<file path="config.mk">
export PLATFORM = sky130hd
export DESIGN_NAME = tpdf_ctrl
export DESIGN_NICKNAME = d
export VERILOG_FILES = /design/src/sv/tpdf_pkg.sv /design/src/sv/tpdf_ctrl.sv
export SDC_FILE = /design/constraint.sdc
export NUM_CORES = 1
export LEC_CHECK = 0
export ABC_AREA = 1
export BUFFER_PORTS_ARGS = -buffer_cell sky130_fd_sc_hd__buf_4
export CORE_UTILIZATION = 48
export CTS_BUF_LIST = sky130_fd_sc_hd__clkbuf_2
export CTS_CLUSTER_DIAMETER = 100
export CTS_CLUSTER_SIZE = 20
export DETAILED_ROUTE_END_ITERATION = 7
export GPL_TIMING_DRIVEN = 0
export HOLD_SLACK_MARGIN = 0.02
export PLACE_DENSITY = 0.73
export SKIP_LAST_GASP = 1
export SYNTH_ARGS = -nofsm -noshare
export SYNTH_HDL_FRONTEND = slang
export SYNTH_SLANG_ARGS = --single-unit
</file>
<file path="constraint.sdc">
create_clock -name clock -period 1.3 [get_ports clock]
set_input_delay 0.13 -clock clock [delete_from_list [all_inputs] [get_ports clock]]
set_output_delay 0.13 -clock clock [all_outputs]
set_load 0.05 [all_outputs]
</file>
<file path="src/sv/tpdf_pkg.sv">
package tpdf_pkg;

   localparam logic [1:0] OP_CLEAR  = 2'd0;
   localparam logic [1:0] OP_INSERT = 2'd1;
   localparam logic [1:0] OP_SAMPLE = 2'd2;

   localparam logic [1:0] STATUS_OK    = 2'd0;
   localparam logic [1:0] STATUS_EMPTY = 2'd1;
   localparam logic [1:0] STATUS_FULL  = 2'd2;

   localparam logic [16:0] FRAC_ONE = 17'd65536;

   typedef enum logic [4:0] {
      CMD_NONE,
      CMD_LOAD,
      CMD_CLEAR,
      CMD_INC,
      CMD_WR_PDF,
      CMD_FULL,
      CMD_SHIFT_INIT,
      CMD_DEC,
      CMD_SHIFT_WR,
      CMD_PUT_NEW,
      CMD_RB_INIT,
      CMD_RB_FIRST,
      CMD_RB_MUL,
      CMD_RB_ACC,
      CMD_EMPTY,
      CMD_SET_LAST,
      CMD_TAKE_X,
      CMD_MUL_LO,
      CMD_MUL_HI,
      CMD_TARGET,
      CMD_SCAN_NEXT,
      CMD_DIV_INIT,
      CMD_DIV_STEP,
      CMD_DIV_END,
      CMD_RESPOND
   } cmd_type;

   typedef enum logic [4:0] {
      S_IDLE,
      S_DISPATCH,
      S_INS_RD,
      S_INS_CMP,
      S_SHF_CHK,
      S_SHF_RD,
      S_SHF_WR,
      S_RB_INIT,
      S_RB_RD0,
      S_RB_FIRST,
      S_RB_CHK,
      S_RB_RD,
      S_RB_MUL,
      S_RB_ACC,
      S_SMP_RD,
      S_SMP_T,
      S_SMP_H,
      S_SMP_TG,
      S_SCAN_RD,
      S_SCAN_CMP,
      S_DIV,
      S_DIV_END,
      S_DONE
   } state_type;

   typedef struct packed {
      logic [1:0] op;
      logic       cnt_zero;
      logic       cnt_one;
      logic       cnt_full;
      logic       idx_lt_cnt;
      logic       idx_zero;
      logic       idx_last;
      logic       idx_eq_pos;
      logic       x_less;
      logic       x_equal;
      logic       tgt_le;
      logic       div_last;
      logic       out_busy;
   } dp_status_type;

endpackage

</file>
<file path="src/sv/tpdf_ctrl.sv">
module tpdf_ctrl (
   input  logic                   clock,
   input  logic                   reset,
   input  logic                   req_valid,
   output logic                   req_ready,
   input  tpdf_pkg::dp_status_type st,
   output tpdf_pkg::cmd_type      cmd
);
   import tpdf_pkg::*;

   state_type state_ff, state_in;

   always_ff @(posedge clock) begin
      if (reset) state_ff <= S_IDLE;
      else       state_ff <= state_in;
   end

   always_comb begin
      state_in  = state_ff;
      cmd       = CMD_NONE;
      req_ready = 1'b0;
      unique case (state_ff)
         S_IDLE: begin
            req_ready = 1'b1;
            if (req_valid) begin
               cmd      = CMD_LOAD;
               state_in = S_DISPATCH;
            end
         end
         S_DISPATCH: begin
            unique case (st.op)
               OP_CLEAR: begin
                  cmd      = CMD_CLEAR;
                  state_in = S_DONE;
               end
               OP_INSERT: state_in = S_INS_RD;
               OP_SAMPLE: begin
                  if (st.cnt_zero) begin
                     cmd      = CMD_EMPTY;
                     state_in = S_DONE;
                  end else begin
                     cmd      = CMD_SET_LAST;
                     state_in = S_SMP_RD;
                  end
               end
               default: state_in = S_DONE;
            endcase
         end
         S_INS_RD: state_in = S_INS_CMP;
         S_INS_CMP: begin
            if (st.idx_lt_cnt && st.x_less) begin
               cmd      = CMD_INC;
               state_in = S_INS_RD;
            end else if (st.idx_lt_cnt && st.x_equal) begin
               cmd      = CMD_WR_PDF;
               state_in = S_RB_INIT;
            end else if (st.cnt_full) begin
               cmd      = CMD_FULL;
               state_in = S_DONE;
            end else begin
               cmd      = CMD_SHIFT_INIT;
               state_in = S_SHF_CHK;
            end
         end
         S_SHF_CHK: begin
            if (st.idx_eq_pos) begin
               cmd      = CMD_PUT_NEW;
               state_in = S_RB_INIT;
            end else begin
               cmd      = CMD_DEC;
               state_in = S_SHF_RD;
            end
         end
         S_SHF_RD: state_in = S_SHF_WR;
         S_SHF_WR: begin
            cmd      = CMD_SHIFT_WR;
            state_in = S_SHF_CHK;
         end
         S_RB_INIT: begin
            cmd      = CMD_RB_INIT;
            state_in = S_RB_RD0;
         end
         S_RB_RD0: state_in = S_RB_FIRST;
         S_RB_FIRST: begin
            cmd      = CMD_RB_FIRST;
            state_in = S_RB_CHK;
         end
         S_RB_CHK: state_in = st.idx_lt_cnt ? S_RB_RD : S_DONE;
         S_RB_RD: state_in = S_RB_MUL;
         S_RB_MUL: begin
            cmd      = CMD_RB_MUL;
            state_in = S_RB_ACC;
         end
         S_RB_ACC: begin
            cmd      = CMD_RB_ACC;
            state_in = S_RB_CHK;
         end
         S_SMP_RD: state_in = S_SMP_T;
         S_SMP_T: begin
            if (st.cnt_one) begin
               cmd      = CMD_TAKE_X;
               state_in = S_DONE;
            end else begin
               cmd      = CMD_MUL_LO;
               state_in = S_SMP_H;
            end
         end
         S_SMP_H: begin
            cmd      = CMD_MUL_HI;
            state_in = S_SMP_TG;
         end
         S_SMP_TG: begin
            cmd      = CMD_TARGET;
            state_in = S_SCAN_RD;
         end
         S_SCAN_RD: state_in = S_SCAN_CMP;
         S_SCAN_CMP: begin
            if (st.tgt_le) begin
               if (st.idx_zero) begin
                  cmd      = CMD_TAKE_X;
                  state_in = S_DONE;
               end else begin
                  cmd      = CMD_DIV_INIT;
                  state_in = S_DIV;
               end
            end else if (st.idx_last) begin
               cmd      = CMD_TAKE_X;
               state_in = S_DONE;
            end else begin
               cmd      = CMD_SCAN_NEXT;
               state_in = S_SCAN_RD;
            end
         end
         S_DIV: begin
            cmd = CMD_DIV_STEP;
            if (st.div_last) state_in = S_DIV_END;
         end
         S_DIV_END: begin
            cmd      = CMD_DIV_END;
            state_in = S_DONE;
         end
         S_DONE: begin
            if (!st.out_busy) begin
               cmd      = CMD_RESPOND;
               state_in = S_IDLE;
            end
         end
         default: state_in = S_IDLE;
      endcase
   end

   // a shift pass only starts from the scan, so it never runs into an empty slot search
   a_shift_from_scan: assert property (@(posedge clock) disable iff (reset)
      (state_ff == S_SHF_CHK) |-> ($past(state_ff) == S_INS_CMP || $past(state_ff) == S_SHF_WR))
      else $error("shift pass entered from wrong state");
   a_div_from_scan: assert property (@(posedge clock) disable iff (reset)
      (state_ff == S_DIV && $past(state_ff) != S_DIV) |-> $past(state_ff) == S_SCAN_CMP)
      else $error("divider started outside the scan");
   a_ready_idle: assert property (@(posedge clock) disable iff (reset)
      (cmd == CMD_LOAD) |=> state_ff == S_DISPATCH)
      else $error("accepted transfer not dispatched");

endmodule

</file>
# --- Word-level counts from Yosys, hierarchy flattened ---
# Index checks and enable logic that the tools add are counted.
# W data, S select, Z words.
classes:
  div: 0
  mul: 0
  addsub: 0
  shift: 0
  n_lt_le_gt_ge: 0
  n_bitwise: 0
  n_mux: 29
  n_reduce_logical: 6
  eq_ne: 27
op_table:
  columns: ["operator", "count"]
  rows:
  - ["$pmux W5 S22", 1]
  - ["$pmux W5 S16", 1]
  - ["$mux W5", 11]
  - ["$eq A5 B4 Y1 const B", 8]
  - ["$eq A5 B5 Y1 const B", 7]
  - ["$eq A5 B3 Y1 const B", 4]
  - ["$mux W3", 5]
  - ["$eq A5 B2 Y1 const B", 2]
  - ["$pmux W5 S2", 1]
  - ["$mux W2", 4]
  - ["$pmux W4 S2", 1]
  - ["$ne A2 B2 Y1 const B", 3]
  - ["$eq A5 B1 Y1 const B", 1]
  - ["$logic_not A5 Y1", 1]
  - ["$mux W1", 4]
  - ["$mux W4", 1]
  - ["$reduce_and A3 Y1", 1]
  - ["$eq A2 B1 Y1 const B", 1]
  - ["$eq A2 B2 Y1 const B", 1]
  - ["$logic_and A1 B1 Y1", 2]
  - ["$logic_not A2 Y1", 1]
  - ["$reduce_or A2 Y1", 1]
totals:
  memories: 0
  mem_bits_rw: 0
  latchBits: 0
  elab_cells: 63
  input_bits: 17
  romBits: 0
  output_inout_bits: 6
  register_bits: 5

# --- Longest topological paths before layout ---
depth:
  word_depth: 4
  mapped_depth: 11
  mapped_depth_nobuf: 10

# --- Worst setup path before layout ---
# OpenSTA, ideal clock, no wires.
synth_timing:
  kind: "register -> output"
  from: "register state_ff[4]"
  to: "output port cmd[0]"
  required_time_ns: 1.170
  path_stages_with_launch: 7
  slack_ns: -0.768
  n_path_buf: 1
  t_arrival_ns: 1.938
  path_cell_list: "dfxtp_1 buf_4 inv_2 nand2_1 nor2_1 a211oi_1 nand4_1"
synth_via:
  elab_chain_cells: 2
  word_cells_on_any_way: 17
  cone_classes: "eq/ne (15); mux (1); reduce/logical (1)"
synth_rtl:
  columns: ["item", "line_no", "text"]
  rows:
  - ["start: declaration", "tpdf_ctrl.sv:11", "state_type state_ff, state_in;"]
  - ["start signal: assignment", "tpdf_ctrl.sv:15", "else state_ff <= state_in;"]
  - ["$eq A5 B5 Y1, or another cell as far along", "tpdf_ctrl.sv:22", "unique case (state_ff)"]
  - ["$pmux W5 S16 (*)", "tpdf_ctrl.sv:22", null]
  - ["end: declaration", "tpdf_ctrl.sv:7", "output tpdf_pkg::cmd_type cmd"]
# Mark *: on every way between the ends. The rest lies on a longest branch, timed or not.

# --- Worst setup path in the final report ---
layout_timing:
  from: "register state_ff[3]"
  to: "output port cmd[1]"
# Same word-level chain as after synthesis.

==> impl_results.md <==
- Commonest non-fill, non-tap cell in the layout: buf_4
- Netlist cell types: 26
- Most used DFF post-synth: dfxtp_1
- Die span in y: 43.57 um
- Layout Nets: 214
- Fin. Hold Viols: 0
- Placed instance area: 1082 um^2
- H-tree depth: 1
- First-pass GRT wire length: 4816 um
- Final non-filler cell area: 1423 um^2
- Tot GR Track Use: 34.02%
- Synthesized area per cell: 5.387 um^2
- Die W: 43.57 um
- Type of origin of the critical path: flop
- # clock sinks: 5
- CP startpoint: state_ff[3]
- Sequential cell area: 116.4 um^2
- Row Count: 14
- Fmax achieved: 567.1 MHz
- Top flop regs: state_ff x5
- Largest Register: state_ff
- Reg2Reg Launch Point: state_ff[3]
- CP Max Fanout: 5
- WP data required: 1.17 ns
- Outcome: finished, violations left
- #FFs+latches synth: 5
- Antenna cell count: 0
- Leakage power: 0.7456 nW
- Clock-pin slew on the worst setup and hold paths: 0.07 ns
- Num ports: 23
- Setup TNS: -3.357 ns
- Routed vias: 1371
- Pre-antenna DRT Iters: 7
- Worst vdd ir: 1.716 mV
- Initial antenna violation count: 0
- DR iter-0 viols: 104
- Largest net degree at the start of global routing: 7
- Die area: 1898 um^2
- Arrival @ worst endpoint: 1.63 ns
- Least-Margin Pin Slew: 0.3021 ns
- Layout cells sized above 1: 50.00%
- Crit Path Class: flop to output port
- Area taken by multi-input logic gates: 803.3 um^2
- Initial core utilization: 53.21%
- Hold_buf cts: 0
- Max-slew violation count: 0
- Max cap viols: 0
- FFs w/ async S/R, synth: 0%
- Worst-Skew Late Latency: 0.24 ns
- Number of synthesized flops with an enable pin: 0
- Power density over cell area: 2305 nW/um^2
- Final setup margin: -0.4632 ns
- Total Wirelength: 4053 um
- RSZ-0062 raised after global routing: yes
- Seq/Total Area, Yosys: 12.07%
- Final setup viols: 11
- CTS Buf Count: 3
- Synth-to-Final Area Change: 71.49%
- Syn_nets: 171
- Drt via density: 6.467
- Relative slew slack: 79.69%
- Post-DP HPWL: 2046 um
- Period minus WS final: 1.763 ns
- HP Class: input port to flop
- Hold Crit Start: reset
- Vias in the first global route: 1126
- Total gr overflow: 0
- Mapped cell area: 829.5 um^2
- Fill cells: 64
- WL/cell: 19.12 um
- Worst Skew: 0.002230 ns
- Core Region: 1559 um^2
- Failing checks: DRC, setup timing
- IO buf count: 22
- CTS Buffer Depth: 2
- Crit share post-route: 135.6%
- CP endpoint kind: output port
- Placer congestion estimate: 0.9477
- ANT nets after route: 0
- Root buf cell: clkbuf_2
- Most frequent cells in the layout: 29 x buf_4, 26 x nand2_1, 18 x inv_1, 18 x nor2_1, 18 x nand3_1
- CTS tree: done
- Max reg flops: 5
- Remaining DRCs: 4
- Syn Inst Count: 154
- Synth warn: 0
- Pre-CTS setup slack: -0.2763 ns
-- metrics by stage --
stage | utilization, % | hold WS, ns | power (mW) | std cells
3_3_place_gp | 69.42 | 0.3053 | 2.141 | 192
6_report | 91.25 | 0.05749 | 3.279 | 212
5_1_grt | 91.25 | 0.05323 | 3.383 | 212
3_5_place_dp | 69.42 | 0.3100 | 2.150 | 192
2_1_floorplan | - | 0.1851 | 1.719 | 154
4_1_cts | 81.54 | 0.05180 | 2.671 | 204
-- cells in the mapped netlist (3+ instances only) --
cell | number | area [um^2]
nand2_1 | 37 | 138.9
nor2_1 | 22 | 82.58
nand3_1 | 20 | 100.1
inv_1 | 19 | 71.32
a21oi_1 | 6 | 30.03
inv_2 | 6 | 22.52
nor3_1 | 6 | 30.03
dfxtp_1 | 5 | 100.1
nand2_2 | 4 | 25.02
nor2_4 | 4 | 45.04
nand4_1 | 3 | 18.77
o21ai_1 | 3 | 15.01
-- what timing repair did --
item	CTS	global route
gates resized for setup	24	22
pin swaps	11	15
setup endpoints to repair	9	11
buffers inserted	8	8
-- worst max-delay path, cell delays in order (launching register included) --
cell and delay (ns):
dfxtp_4 0.40, inv_4 0.06, nand2_4 0.09, inv_2 0.09
nand2_4 0.10, nor2_4 0.05, nor4_4 0.29, nand3_2 0.14
buf_8 0.17
-- where the power goes --
group	internal [mW]	switching [mW]	leakage [nW]	total (mW)
clock	0.0815	0.0794	0.0166	0.161
sequential	0.231	0.115	0.0442	0.345
combinational	1.10	1.68	0.685	2.77
total	1.41	1.87	0.746	3.28
-- final cells by class --
class                      instances  area share (%)
timing repair buffer              38           23.83
tap                               16           1.407
buffer                             1           1.055
clock buffer                       4           1.407
multi-input combinational        123           56.46
inverter                          25           7.652
sequential                         5           8.179
-- metal layers --
layer | part of all wire (%) | global-route usage [%] | vias up
li1 | - | - | 592
met1 | 34 | 42.64 | 593
met2 | 45 | 58.21 | 135
met3 | 12 | 7.917 | 51
met4 | 9.0 | 8.750 | 0
met5 | 0 | 0 | -
-- path summary, 6_finish.rpt --
path,end,slack (ns),cells past startpoint
max,cmd[1],-0.46,8
min,state_ff[2],0.06,2
max reg2reg,state_ff[4],-0.30,9
min reg2reg,state_ff[3],0.81,4
-- cell families (layout without fill, tap and decap cells) --
group                  after synthesis  after routing  synth area share [%]
buffers and inverters               26             68                 12.22
DFF                                  5              5                 12.07
and+or+nand+nor                    107            107                 64.25
AOI/OAI and AO/OA                   16             16                 11.46
(Power assumes the default switching activity.)
